==> src/hw/rtl/apt_pkg.sv <==
// Shared types, constants and arithmetic helpers of the aging position track table.
package apt_pkg;

  localparam int SLOTS      = 16;
  localparam int FRAC_BITS  = 8;
  localparam int SLOT_W     = $clog2(SLOTS);
  localparam int CNT_W      = SLOT_W + 1;
  localparam int COORD_W    = 16;
  localparam int POS_W      = 24;
  localparam int STAMP_W    = 32;
  localparam int ID_W       = 16;
  localparam int KEY_W      = 16;
  localparam int LIFE_W     = 8;
  localparam int SLOT_OUT_W = 4;
  localparam int STATUS_W   = 3;
  localparam int ACTION_W   = 2;
  localparam int CFG_IDX_W  = 2;
  localparam int CFG_DATA_W = 16;
  localparam int WIDE_W     = (COORD_W + FRAC_BITS > POS_W) ? COORD_W + FRAC_BITS : POS_W;
  localparam int CALC_W     = WIDE_W + 3;

  localparam logic [LIFE_W-1:0] LIFE_RESET = LIFE_W'(20);

  localparam logic [CFG_IDX_W-1:0] CFG_SCENE_KEY = CFG_IDX_W'(0);
  localparam logic [CFG_IDX_W-1:0] CFG_INVERT_Y  = CFG_IDX_W'(1);
  localparam logic [CFG_IDX_W-1:0] CFG_LIFETIME  = CFG_IDX_W'(2);

  localparam logic signed [CALC_W-1:0] POS_MAX =
    {{(CALC_W - POS_W + 1){1'b0}}, {(POS_W - 1){1'b1}}};
  localparam logic signed [CALC_W-1:0] POS_MIN =
    {{(CALC_W - POS_W + 1){1'b1}}, {(POS_W - 1){1'b0}}};

  typedef enum logic [ACTION_W-1:0] {
    ACT_TICK  = 2'd0,
    ACT_MSG   = 2'd1,
    ACT_CLEAR = 2'd2
  } action_e;

  typedef enum logic [STATUS_W-1:0] {
    ST_REFRESH = 3'd0,
    ST_INSERT  = 3'd1,
    ST_STALE   = 3'd2,
    ST_OTHER   = 3'd3,
    ST_FULL    = 3'd4,
    ST_CLEARED = 3'd5
  } status_e;

  typedef struct packed {
    logic [ID_W-1:0]           owner;
    logic [STAMP_W-1:0]        last_frame;
    logic signed [POS_W-1:0]   cur_x;
    logic signed [POS_W-1:0]   cur_y;
    logic signed [POS_W-1:0]   cur_z;
    logic signed [COORD_W-1:0] goal_x;
    logic signed [COORD_W-1:0] goal_y;
    logic signed [COORD_W-1:0] goal_z;
  } slot_entry_t;

  function automatic logic signed [POS_W-1:0] sat_pos(input logic signed [CALC_W-1:0] v);
    logic signed [POS_W-1:0] r;
    if (v > POS_MAX) begin
      r = POS_MAX[POS_W-1:0];
    end else if (v < POS_MIN) begin
      r = POS_MIN[POS_W-1:0];
    end else begin
      r = v[POS_W-1:0];
    end
    return r;
  endfunction

  function automatic logic signed [POS_W-1:0] to_fixed(input logic signed [COORD_W-1:0] g);
    logic signed [CALC_W-1:0] w;
    w = CALC_W'(g) <<< FRAC_BITS;
    return sat_pos(w);
  endfunction

endpackage

==> src/hw/rtl/apt_if.sv <==
// Item and result channel interfaces of the aging position track table.
interface apt_item_if import apt_pkg::*; ();
  logic                      valid;
  logic                      ready;
  logic [ACTION_W-1:0]       action;
  logic [ID_W-1:0]           client_id;
  logic [KEY_W-1:0]          scene_key;
  logic [STAMP_W-1:0]        frame_stamp;
  logic signed [COORD_W-1:0] coord_x;
  logic signed [COORD_W-1:0] coord_y;
  logic signed [COORD_W-1:0] coord_z;

  modport source (output valid, action, client_id, scene_key, frame_stamp,
                  coord_x, coord_y, coord_z, input ready);
  modport sink   (input valid, action, client_id, scene_key, frame_stamp,
                  coord_x, coord_y, coord_z, output ready);
endinterface

interface apt_result_if import apt_pkg::*; ();
  logic                    valid;
  logic                    ready;
  logic                    kind;
  logic [STATUS_W-1:0]     status;
  logic [SLOT_OUT_W-1:0]   slot;
  logic                    active;
  logic [ID_W-1:0]         owner_id;
  logic signed [POS_W-1:0] smooth_x;
  logic signed [POS_W-1:0] smooth_y;
  logic signed [POS_W-1:0] smooth_z;
  logic                    last;

  modport source (output valid, kind, status, slot, active, owner_id,
                  smooth_x, smooth_y, smooth_z, last, input ready);
  modport sink   (input valid, kind, status, slot, active, owner_id,
                  smooth_x, smooth_y, smooth_z, last, output ready);
endinterface

==> src/hw/rtl/apt_slot_store.sv <==
// Slot record memory: one write port, one read port with registered read data.
module apt_slot_store import apt_pkg::*; (
  input  logic              clk_i,
  input  logic              wr_en_i,
  input  logic [SLOT_W-1:0] wr_addr_i,
  input  slot_entry_t       wr_data_i,
  input  logic              rd_en_i,
  input  logic [SLOT_W-1:0] rd_addr_i,
  output slot_entry_t       rd_data_o
);

  slot_entry_t mem_q [SLOTS];
  slot_entry_t rd_data_q;

  always_ff @(posedge clk_i) begin
    if (wr_en_i) begin
      mem_q[wr_addr_i] <= wr_data_i;
    end
  end

  always_ff @(posedge clk_i) begin
    if (rd_en_i) begin
      rd_data_q <= mem_q[rd_addr_i];
    end
  end

  assign rd_data_o = rd_data_q;

endmodule

==> src/hw/rtl/apt_approach.sv <==
// One axis of the smoothing step: move a quarter of the way to the goal, saturated.
module apt_approach import apt_pkg::*; (
  input  logic signed [POS_W-1:0]   cur_i,
  input  logic signed [COORD_W-1:0] goal_i,
  output logic signed [POS_W-1:0]   next_o
);

  logic signed [CALC_W-1:0] goal_w;
  logic signed [CALC_W-1:0] cur_w;
  logic signed [CALC_W-1:0] diff_w;
  logic signed [CALC_W-1:0] sum_w;

  always_comb begin
    goal_w = CALC_W'(goal_i) <<< FRAC_BITS;
    cur_w  = CALC_W'(cur_i);
    diff_w = goal_w - cur_w;
    sum_w  = cur_w + (diff_w >>> 2);
    next_o = sat_pos(sum_w);
  end

endmodule

==> src/hw/rtl/aging_position_track_table.sv <==
// Top level of the aging position track table: sequencer, lifetimes and result register.
//
// Channels: item_i takes tick, position and clear items; result_o gives the
// results; a transfer happens on a clock edge with valid and ready both high.
// The user must write configuration only while the block is idle, through
// cfg_we_i / cfg_idx_i / cfg_data_i (0 local scene key, 1 invert y, 2 lifetime);
// the block itself does not enforce this. A tick reads every slot record in turn
// from the slot memory, one per cycle unless the result register is stalled,
// ages it, smooths it, writes it back if it stays live and emits one report per
// slot, the final one marked last. A position item scans the memory one slot a
// cycle until its owner is found or all slots are seen, then emits one status
// and, on a refresh or insert, writes the slot back. Clear and other-scene items
// emit one status without a scan.
// Reset empties every slot and loads the register defaults (lifetime 20).
// If the receiver stalls, the result register holds its item and the slot
// sequence waits; no result is lost. A new item is taken only when idle.
module aging_position_track_table import apt_pkg::*; (
  input  logic                  clk_i,
  input  logic                  rst_ni,
  apt_item_if.sink              item_i,
  apt_result_if.source          result_o,
  input  logic                  cfg_we_i,
  input  logic [CFG_IDX_W-1:0]  cfg_idx_i,
  input  logic [CFG_DATA_W-1:0] cfg_data_i
);

  typedef enum logic [3:0] {
    S_IDLE = 4'b0001,
    S_TICK = 4'b0010,
    S_MSG  = 4'b0100,
    S_RESP = 4'b1000
  } state_e;

  state_e state_q, state_d;

  logic [KEY_W-1:0]  scene_key_q;
  logic              invert_y_q;
  logic [LIFE_W-1:0] lifetime_q;

  logic [LIFE_W-1:0] life_q [SLOTS];
  logic [LIFE_W-1:0] life_d [SLOTS];

  logic [CNT_W-1:0]  rd_cnt_q, rd_cnt_d;
  logic              dv_q, dv_d;
  logic [SLOT_W-1:0] idx_q, idx_d;

  logic [ID_W-1:0]           cid_q, cid_d;
  logic [STAMP_W-1:0]        stamp_q, stamp_d;
  logic signed [COORD_W-1:0] gx_q, gx_d, gy_q, gy_d, gz_q, gz_d;

  logic              free_found_q, free_found_d;
  logic [SLOT_W-1:0] free_idx_q, free_idx_d;
  status_e           res_status_q, res_status_d;
  logic [SLOT_W-1:0] res_slot_q, res_slot_d;
  slot_entry_t       cap_q, cap_d;

  logic                    out_valid_q, out_valid_d;
  logic                    out_kind_q, out_kind_d;
  logic [STATUS_W-1:0]     out_status_q, out_status_d;
  logic [SLOT_OUT_W-1:0]   out_slot_q, out_slot_d;
  logic                    out_active_q, out_active_d;
  logic [ID_W-1:0]         out_owner_q, out_owner_d;
  logic signed [POS_W-1:0] out_x_q, out_x_d, out_y_q, out_y_d, out_z_q, out_z_d;
  logic                    out_last_q, out_last_d;

  logic              mem_rd_en;
  logic [SLOT_W-1:0] mem_rd_addr;
  slot_entry_t       mem_rd_data;
  logic              mem_wr_en;
  logic [SLOT_W-1:0] mem_wr_addr;
  slot_entry_t       mem_wr_data;

  logic                    out_free;
  logic                    load;
  logic                    accept;
  logic [LIFE_W-1:0]       life_cur;
  logic [LIFE_W-1:0]       life_dec;
  logic                    live_cur;
  logic                    live_next;
  logic                    last_idx;
  logic signed [POS_W-1:0] nx, ny, nz;

  apt_slot_store u_store (
    .clk_i     (clk_i),
    .wr_en_i   (mem_wr_en),
    .wr_addr_i (mem_wr_addr),
    .wr_data_i (mem_wr_data),
    .rd_en_i   (mem_rd_en),
    .rd_addr_i (mem_rd_addr),
    .rd_data_o (mem_rd_data)
  );

  apt_approach u_ax (.cur_i(mem_rd_data.cur_x), .goal_i(mem_rd_data.goal_x), .next_o(nx));
  apt_approach u_ay (.cur_i(mem_rd_data.cur_y), .goal_i(mem_rd_data.goal_y), .next_o(ny));
  apt_approach u_az (.cur_i(mem_rd_data.cur_z), .goal_i(mem_rd_data.goal_z), .next_o(nz));

  assign item_i.ready = (state_q == S_IDLE);
  assign accept       = item_i.valid && item_i.ready;
  assign out_free     = !out_valid_q || result_o.ready;

  assign life_cur  = life_q[idx_q];
  assign live_cur  = (life_cur != '0);
  assign life_dec  = live_cur ? life_cur - LIFE_W'(1) : '0;
  assign live_next = (life_dec != '0);
  assign last_idx  = (idx_q == SLOT_W'(SLOTS - 1));

  always_ff @(posedge clk_i or negedge rst_ni) begin
    if (!rst_ni) begin
      scene_key_q <= '0;
      invert_y_q  <= 1'b0;
      lifetime_q  <= LIFE_RESET;
    end else if (cfg_we_i) begin
      case (cfg_idx_i)
        CFG_SCENE_KEY: scene_key_q <= cfg_data_i[KEY_W-1:0];
        CFG_INVERT_Y:  invert_y_q  <= cfg_data_i[0];
        CFG_LIFETIME:  lifetime_q  <= cfg_data_i[LIFE_W-1:0];
        default: ;
      endcase
    end
  end

  always_comb begin
    state_d      = state_q;
    life_d       = life_q;
    rd_cnt_d     = rd_cnt_q;
    dv_d         = dv_q;
    idx_d        = idx_q;
    cid_d        = cid_q;
    stamp_d      = stamp_q;
    gx_d         = gx_q;
    gy_d         = gy_q;
    gz_d         = gz_q;
    free_found_d = free_found_q;
    free_idx_d   = free_idx_q;
    res_status_d = res_status_q;
    res_slot_d   = res_slot_q;
    cap_d        = cap_q;
    mem_rd_en    = 1'b0;
    mem_rd_addr  = rd_cnt_q[SLOT_W-1:0];
    mem_wr_en    = 1'b0;
    mem_wr_addr  = idx_q;
    mem_wr_data  = mem_rd_data;
    load         = 1'b0;
    out_kind_d   = 1'b0;
    out_status_d = STATUS_W'(ST_REFRESH);
    out_slot_d   = '0;
    out_active_d = 1'b0;
    out_owner_d  = '0;
    out_x_d      = '0;
    out_y_d      = '0;
    out_z_d      = '0;
    out_last_d   = 1'b1;

    case (state_q)
      S_IDLE: begin
        if (accept) begin
          rd_cnt_d     = '0;
          dv_d         = 1'b0;
          free_found_d = 1'b0;
          cid_d        = item_i.client_id;
          stamp_d      = item_i.frame_stamp;
          gx_d         = item_i.coord_x;
          gy_d         = invert_y_q ? -item_i.coord_y : item_i.coord_y;
          gz_d         = item_i.coord_z;
          case (item_i.action)
            ACT_TICK: state_d = S_TICK;
            ACT_MSG: begin
              if (item_i.scene_key != scene_key_q) begin
                res_status_d = ST_OTHER;
                state_d      = S_RESP;
              end else begin
                state_d = S_MSG;
              end
            end
            ACT_CLEAR: begin
              for (int i = 0; i < SLOTS; i++) begin
                life_d[i] = '0;
              end
              res_status_d = ST_CLEARED;
              state_d      = S_RESP;
            end
            default: ;
          endcase
        end
      end

      // Write-back goes to idx_q while the read fetches a later slot: no overlap.
      S_TICK: begin
        if (!dv_q || out_free) begin
          if (dv_q) begin
            life_d[idx_q]     = life_dec;
            mem_wr_en         = live_next;
            mem_wr_data.cur_x = nx;
            mem_wr_data.cur_y = ny;
            mem_wr_data.cur_z = nz;
            load              = 1'b1;
            out_kind_d        = 1'b1;
            out_slot_d        = SLOT_OUT_W'(idx_q);
            out_active_d      = live_next;
            out_last_d        = last_idx;
            if (live_next) begin
              out_owner_d = mem_rd_data.owner;
              out_x_d     = nx;
              out_y_d     = ny;
              out_z_d     = nz;
            end
            if (last_idx) begin
              state_d = S_IDLE;
            end
          end
          if (rd_cnt_q < CNT_W'(SLOTS)) begin
            mem_rd_en = 1'b1;
            rd_cnt_d  = rd_cnt_q + CNT_W'(1);
            dv_d      = 1'b1;
            idx_d     = rd_cnt_q[SLOT_W-1:0];
          end else begin
            dv_d = 1'b0;
          end
        end
      end

      S_MSG: begin
        if (rd_cnt_q < CNT_W'(SLOTS)) begin
          mem_rd_en = 1'b1;
          rd_cnt_d  = rd_cnt_q + CNT_W'(1);
          dv_d      = 1'b1;
          idx_d     = rd_cnt_q[SLOT_W-1:0];
        end else begin
          dv_d = 1'b0;
        end
        if (dv_q) begin
          if (live_cur && mem_rd_data.owner == cid_q) begin
            res_status_d = (stamp_q < mem_rd_data.last_frame) ? ST_STALE : ST_REFRESH;
            res_slot_d   = idx_q;
            cap_d        = mem_rd_data;
            state_d      = S_RESP;
          end else begin
            if (!live_cur && !free_found_q) begin
              free_found_d = 1'b1;
              free_idx_d   = idx_q;
            end
            if (last_idx) begin
              res_status_d = (free_found_q || !live_cur) ? ST_INSERT : ST_FULL;
              res_slot_d   = free_found_q ? free_idx_q : idx_q;
              state_d      = S_RESP;
            end
          end
        end
      end

      S_RESP: begin
        if (out_free) begin
          load         = 1'b1;
          out_status_d = STATUS_W'(res_status_q);
          state_d      = S_IDLE;
          mem_wr_addr  = res_slot_q;
          case (res_status_q)
            ST_REFRESH: begin
              life_d[res_slot_q] = lifetime_q;
              mem_wr_en          = 1'b1;
              mem_wr_data        = cap_q;
              mem_wr_data.last_frame = stamp_q;
              mem_wr_data.goal_x = gx_q;
              mem_wr_data.goal_y = gy_q;
              mem_wr_data.goal_z = gz_q;
              out_slot_d         = SLOT_OUT_W'(res_slot_q);
              out_active_d       = (lifetime_q != '0);
              if (lifetime_q != '0) begin
                out_owner_d = cap_q.owner;
                out_x_d     = cap_q.cur_x;
                out_y_d     = cap_q.cur_y;
                out_z_d     = cap_q.cur_z;
              end
            end
            ST_INSERT: begin
              life_d[res_slot_q]     = lifetime_q;
              mem_wr_en              = 1'b1;
              mem_wr_data.owner      = cid_q;
              mem_wr_data.last_frame = stamp_q;
              mem_wr_data.cur_x      = to_fixed(gx_q);
              mem_wr_data.cur_y      = to_fixed(gy_q);
              mem_wr_data.cur_z      = to_fixed(gz_q);
              mem_wr_data.goal_x     = gx_q;
              mem_wr_data.goal_y     = gy_q;
              mem_wr_data.goal_z     = gz_q;
              out_slot_d             = SLOT_OUT_W'(res_slot_q);
              out_active_d           = (lifetime_q != '0);
              if (lifetime_q != '0) begin
                out_owner_d = cid_q;
                out_x_d     = mem_wr_data.cur_x;
                out_y_d     = mem_wr_data.cur_y;
                out_z_d     = mem_wr_data.cur_z;
              end
            end
            ST_STALE: begin
              out_slot_d   = SLOT_OUT_W'(res_slot_q);
              out_active_d = 1'b1;
              out_owner_d  = cap_q.owner;
              out_x_d      = cap_q.cur_x;
              out_y_d      = cap_q.cur_y;
              out_z_d      = cap_q.cur_z;
            end
            default: ;
          endcase
        end
      end

      default: state_d = S_IDLE;
    endcase

    if (load) begin
      out_valid_d = 1'b1;
    end else if (result_o.ready) begin
      out_valid_d = 1'b0;
    end else begin
      out_valid_d = out_valid_q;
    end
  end

  always_ff @(posedge clk_i or negedge rst_ni) begin
    if (!rst_ni) begin
      state_q      <= S_IDLE;
      rd_cnt_q     <= '0;
      dv_q         <= 1'b0;
      free_found_q <= 1'b0;
      out_valid_q  <= 1'b0;
      for (int i = 0; i < SLOTS; i++) begin
        life_q[i] <= '0;
      end
    end else begin
      state_q      <= state_d;
      rd_cnt_q     <= rd_cnt_d;
      dv_q         <= dv_d;
      free_found_q <= free_found_d;
      out_valid_q  <= out_valid_d;
      life_q       <= life_d;
    end
  end

  always_ff @(posedge clk_i) begin
    idx_q        <= idx_d;
    cid_q        <= cid_d;
    stamp_q      <= stamp_d;
    gx_q         <= gx_d;
    gy_q         <= gy_d;
    gz_q         <= gz_d;
    free_idx_q   <= free_idx_d;
    res_status_q <= res_status_d;
    res_slot_q   <= res_slot_d;
    cap_q        <= cap_d;
    if (load) begin
      out_kind_q   <= out_kind_d;
      out_status_q <= out_status_d;
      out_slot_q   <= out_slot_d;
      out_active_q <= out_active_d;
      out_owner_q  <= out_owner_d;
      out_x_q      <= out_x_d;
      out_y_q      <= out_y_d;
      out_z_q      <= out_z_d;
      out_last_q   <= out_last_d;
    end
  end

  assign result_o.valid    = out_valid_q;
  assign result_o.kind     = out_kind_q;
  assign result_o.status   = out_status_q;
  assign result_o.slot     = out_slot_q;
  assign result_o.active   = out_active_q;
  assign result_o.owner_id = out_owner_q;
  assign result_o.smooth_x = out_x_q;
  assign result_o.smooth_y = out_y_q;
  assign result_o.smooth_z = out_z_q;
  assign result_o.last     = out_last_q;

endmodule

==> src/flat_wrapper.sv <==
// flat-port wrapper written by rule: the top's interface ports become plain ports
module aging_position_track_table_flat import apt_pkg::*;
  (clk_i, rst_ni, cfg_we_i, cfg_idx_i, cfg_data_i, item_i_valid, item_i_action, item_i_client_id, item_i_scene_key, item_i_frame_stamp, item_i_coord_x, item_i_coord_y, item_i_coord_z, item_i_ready, result_o_valid, result_o_kind, result_o_status, result_o_slot, result_o_active, result_o_owner_id, result_o_smooth_x, result_o_smooth_y, result_o_smooth_z, result_o_last, result_o_ready);
  apt_item_if item_i_i ();
  apt_result_if result_o_i ();
  input  logic clk_i;
  input  logic rst_ni;
  input  logic cfg_we_i;
  input  logic [CFG_IDX_W-1:0] cfg_idx_i;
  input  logic [CFG_DATA_W-1:0] cfg_data_i;
  input wire logic [$bits(item_i_i.valid)-1:0] item_i_valid;
  input wire logic [$bits(item_i_i.action)-1:0] item_i_action;
  input wire logic [$bits(item_i_i.client_id)-1:0] item_i_client_id;
  input wire logic [$bits(item_i_i.scene_key)-1:0] item_i_scene_key;
  input wire logic [$bits(item_i_i.frame_stamp)-1:0] item_i_frame_stamp;
  input wire logic [$bits(item_i_i.coord_x)-1:0] item_i_coord_x;
  input wire logic [$bits(item_i_i.coord_y)-1:0] item_i_coord_y;
  input wire logic [$bits(item_i_i.coord_z)-1:0] item_i_coord_z;
  output wire logic [$bits(item_i_i.ready)-1:0] item_i_ready;
  output wire logic [$bits(result_o_i.valid)-1:0] result_o_valid;
  output wire logic [$bits(result_o_i.kind)-1:0] result_o_kind;
  output wire logic [$bits(result_o_i.status)-1:0] result_o_status;
  output wire logic [$bits(result_o_i.slot)-1:0] result_o_slot;
  output wire logic [$bits(result_o_i.active)-1:0] result_o_active;
  output wire logic [$bits(result_o_i.owner_id)-1:0] result_o_owner_id;
  output wire logic [$bits(result_o_i.smooth_x)-1:0] result_o_smooth_x;
  output wire logic [$bits(result_o_i.smooth_y)-1:0] result_o_smooth_y;
  output wire logic [$bits(result_o_i.smooth_z)-1:0] result_o_smooth_z;
  output wire logic [$bits(result_o_i.last)-1:0] result_o_last;
  input wire logic [$bits(result_o_i.ready)-1:0] result_o_ready;
  assign item_i_i.valid = item_i_valid;
  assign item_i_i.action = item_i_action;
  assign item_i_i.client_id = item_i_client_id;
  assign item_i_i.scene_key = item_i_scene_key;
  assign item_i_i.frame_stamp = item_i_frame_stamp;
  assign item_i_i.coord_x = item_i_coord_x;
  assign item_i_i.coord_y = item_i_coord_y;
  assign item_i_i.coord_z = item_i_coord_z;
  assign item_i_ready = item_i_i.ready;
  assign result_o_valid = result_o_i.valid;
  assign result_o_kind = result_o_i.kind;
  assign result_o_status = result_o_i.status;
  assign result_o_slot = result_o_i.slot;
  assign result_o_active = result_o_i.active;
  assign result_o_owner_id = result_o_i.owner_id;
  assign result_o_smooth_x = result_o_i.smooth_x;
  assign result_o_smooth_y = result_o_i.smooth_y;
  assign result_o_smooth_z = result_o_i.smooth_z;
  assign result_o_last = result_o_i.last;
  assign result_o_i.ready = result_o_ready;
  aging_position_track_table u_core (.clk_i(clk_i), .rst_ni(rst_ni), .item_i(item_i_i), .result_o(result_o_i), .cfg_we_i(cfg_we_i), .cfg_idx_i(cfg_idx_i), .cfg_data_i(cfg_data_i));
endmodule
==> config.mk <==
export PLATFORM = sky130hd
export DESIGN_NAME = aging_position_track_table_flat
export DESIGN_NICKNAME = d
export VERILOG_FILES = /design/src/hw/rtl/apt_pkg.sv /design/src/hw/rtl/apt_if.sv /design/src/hw/rtl/apt_slot_store.sv /design/src/hw/rtl/apt_approach.sv /design/src/hw/rtl/aging_position_track_table.sv /design/src/flat_wrapper.sv
export SDC_FILE = /design/constraint.sdc
export NUM_CORES = 2
export LEC_CHECK = 0
export BUFFER_PORTS_ARGS = -buffer_cell sky130_fd_sc_hd__buf_4
export CORE_MARGIN = 2
export CORE_UTILIZATION = 57
export CTS_CLUSTER_SIZE = 12
export DETAILED_ROUTE_END_ITERATION = 7
export PLACE_DENSITY = 0.82
export REMOVE_ABC_BUFFERS = 1
export SLEW_MARGIN = 20
export SYNTH_ARGS = -nofsm -noshare
export SYNTH_HDL_FRONTEND = slang
export SYNTH_SLANG_ARGS = --single-unit
==> constraint.sdc <==
create_clock -name clk_i -period 11.3 [get_ports clk_i]
set_input_delay 0.565 -clock clk_i [delete_from_list [all_inputs] [get_ports clk_i]]
set_output_delay 0.565 -clock clk_i [all_outputs]
set_load 0.02 [all_outputs]
==> impl_results.md <==
- Outcome: complete, but fails checks
- Violated checks: design-rule violations
- Cts repair resizes: 0
- Max VDD drop: between 0.2 and 0.25 mV
- Min-delay worst type: in -> reg
- Power Total: about 33 mW
- Lkg Pwr: 50.0 nW
- Routed wire length: between 300000 and 400000 um
- Overflow left after global routing: 0
- Sequential share of the synthesized area: between 70% and 80%
- Number of enable flip-flop cells after synthesis: around 3200
- Top Ports: around 240
- Yosys warning count: 0
- Clock Sinks: between 3000 and 4000
- Residual DRC: 2
- Final Critical Period: 6900 ps
- Total track usage: about 32%
- Crit end category: flop
- Worst setup path startpoint: u_core.u_store.rd_data_o[97]
- Synth area leader: edfxtp_1
- Detailed placer's ending HPWL: between 200000 and 250000 um
- Fin crit share: 61.1%
- Unrepaired setup endpoints after global routing: false
- Top cell type's share of synthesized area: between 60% and 70%
- Final setup viols: 0
- Post-Syn Instances: between 7000 and 8000
- Root Driver: clkbuf_16
- CTS buffer count: 350
- RR Startpoint: u_core.u_store.rd_data_o[97]
- CP Max Fanout: 17
- Initial Utilization: 57.1%
- Worst-margin pin slew: ~1200 ps
- Multi-input logic area: 36700 sq um
- Worst Path Arrival: 7510 ps
- Vias/cell: between 7 and 8
- Post-Syn Area: 137000 sq um
- Area delta synth->final: 12.7%
- Clock transition at path regs: 60 ps
- Mapped Avg Cell Area: 19.2 sq um
- Max_cap viols: 0
- R2R depth: 19
- Clock skew: 120 ps
- Post-CTS Setup Repair Bufs: 0
- Type of origin of the critical path: flop
- Max Slew Vio Count: 0
- Reg-to-reg endpoint: u_core.u_store.mem_q[3][115]
- Reg2reg setup slack: between 4000 and 5000 ps
- Hold EP: u_core.gy_q[1]
- # fillers: 15000
- Number of global-route vias before repair: 79800
- Pwr dens: 211 nW/um^2
- Util after Layout: between 60 and 70%
- Final net count: between 7000 and 8000
- Clk_lat worst skew: 1010 ps
- Synth Register Bits: about 3300
- Rel. slew slack: 19.1%
- CTS max path bufs: 4
- Largest net degree at the start of global routing: approximately 140
- FP Rows: 180
- Placer Congestion: 0.933
- Synth top area cells: edfxtp_1, mux4_2, dfrtp_1
- Die area: 244000 sq um
- Initial DRT Pass Iterations: 8
- List of most frequent post-synthesis cells: edfxtp_1, mux4_2, nand2_1
- Asr flop ratio synth: under 10%
- DR iter-0 viols: approximately 13000
- Most used DFF post-synth: edfxtp_1
- CORE AREA: ~240000 sq um
- Vias: 78800
- WL per Instance: 35.7 um
- Hold Vio Cnt, Final: 0
- Kind of critical path: reg -> reg
- Req. time, crit path: roughly 12000 ps
- Achievable Freq: around 0.14 GHz
- Port-buffer cells: around 240
- First-pass GRT wire length: ~560000 um
- Die width: 494 um
- Hold_sp: item_i_coord_y[1]
- Initial antenna violation count: 21
- Die height: around 500 um
- Final hold slack: between 70 and 80 ps
- TritonCTS clock tree: done
- Hold-critical path depth: 3
- Top-count cell post-synth: edfxtp_1
- Final antenna-violating net count: 0
- Share of layout cells above drive strength 1: between 20% and 30%
- H-tree depth: 5
- Register Area: between 90000 and 100000 sq um
- Yosys cell types: between 90 and 100
[cells by family after synthesis]
| kind of cell | after synthesis | share of synthesized area (%) |
|---|---|---|
| flip-flops | 3318 | 72.1 |
| AND/OR/NAND/NOR | 901 | 3.01 |
| multiplexers | 1080 | 15.9 |
| AO/OA/AOI/OAI | 1006 | 5.03 |
| adder cells (fa/ha/maj) | 166 | 1.53 |
| XOR/XNOR | 155 | 0.991 |
| buffers and inverters | 509 | 1.45 |
[layer usage]
layer  vias to the layer above  GRT usage [%]  routed length, um
li1                      30400              -                  -
met1                     40300           41.7             133000
met2                      6811           50.6             187000
met3                      1291           8.12              49400
met4                        22           16.2              22600
met5                         -         0.0587                135
[where the power goes]
part	total [mW]	switching, mW	internal [mW]
clock network	10.4	4.57	5.79
logic	7.36	4.30	3.06
registers	14.8	0.437	14.4
total	32.5	9.31	23.2
[placed cells by master (no fill, tap or decap), types with 16 or more instances in the layout]
master	count
o21ai_1	28
nand3_1	32
nor2_1	154
nor2b_1	43
and2_1	22
mux2_2	41
dlygate4sd3_1	116
mux4_2	872
nor2_4	20
clkinv_2	17
clkinv_1	46
nand2_1	415
buf_4	418
o21a_1	31
edfxtp_1	3153
xnor2_1	110
a211oi_1	16
nor3_1	61
a31oi_1	24
a22o_1	150
clkbuf_16	355
nand4_1	23
ha_1	160
and3_1	19
a21o_1	60
a22oi_1	78
mux2i_1	166
a21oi_1	148
buf_12	17
dfrtp_1	158
o22ai_1	165
o21ai_0	156
o221ai_2	19
xor2_1	45
inv_1	121
nand2b_1	26
clkbuf_1	75
[sequential cells by signal, summed over array words and instances, names as in the netlist, 5 cells and up]
| signal | cells |
|---|---|
| u_core.u_store.mem_q | 2688 |
| u_core.u_store.rd_data_o | 168 |
| u_core.life_q | 128 |
| u_core.cap_q | 88 |
| u_core.stamp_q | 32 |
| u_core.result_o.smooth_x | 24 |
| u_core.result_o.smooth_y | 24 |
| u_core.result_o.smooth_z | 24 |
| u_core.cid_q | 16 |
| u_core.gx_q | 16 |
| u_core.gy_q | 16 |
| u_core.gz_q | 16 |
| u_core.result_o.owner_id | 16 |
| u_core.scene_key_q | 16 |
| u_core.lifetime_q | 8 |
| u_core.rd_cnt_q | 5 |
[area by class of cell]
class,count,area share [%]
flip-flops and latches,3318,64.0
multi-input cells,3308,23.7
clock buffers,434,5.97
repair buffers,556,3.05
well taps,3185,2.58
clock inverters,81,0.352
inverters,124,0.305
diodes,7,0.0113
[stage by stage]
step / setup TNS, ps / worst slack [ps] / area (sq um) / cells
2_1_floorplan: -8075110 / -17160 / 136000 / 6750
3_3_place_gp: 0 / 4380 / 143000 / 10400
3_5_place_dp: 0 / 4200 / 143000 / 10400
4_1_cts: 0 / 4150 / 154000 / 11000
5_1_grt: 0 / 3910 / 154000 / 11000
6_report: 0 / 4400 / 154000 / 11000
[timing repair]
| action | 4_1_cts | 5_1_grt |
|---|---|---|
| hold buffers | 116 | 0 |
| hold endpoints to repair | 213 | 0 |
| endpoints found under the setup margin | 0 | 0 |
[worst max path at each step]
stage,to,depth (start not counted)
after detailed placement,u_core.u_store.mem_q[14][96],19
final,u_core.u_store.mem_q[3][115],19
after floorplan,u_core.idx_q[0],0
after global routing,u_core.u_store.mem_q[8][115],19
after global placement,u_core.u_store.mem_q[10][115],21
after CTS,u_core.u_store.mem_q[8][100],21
[critical path, cell delays in order (launching register included)]
cell and delay [ps]:
edfxtp_1 560, nor3_1 460, nand4_1 240, a21oi_1 260, o21a_1 280, nand3_1 130
a21boi_0 390, o21ai_0 160, nand2b_1 110, xnor2_1 120, ha_1 310, and4_1 200
and4_1 220, a221oi_1 290, o21ai_1 190, a211o_1 300, xor2_1 630, o21ai_2 510
a21o_1 320, o21ai_1 850
No activity file was read; power rests on OpenSTA's default activity.
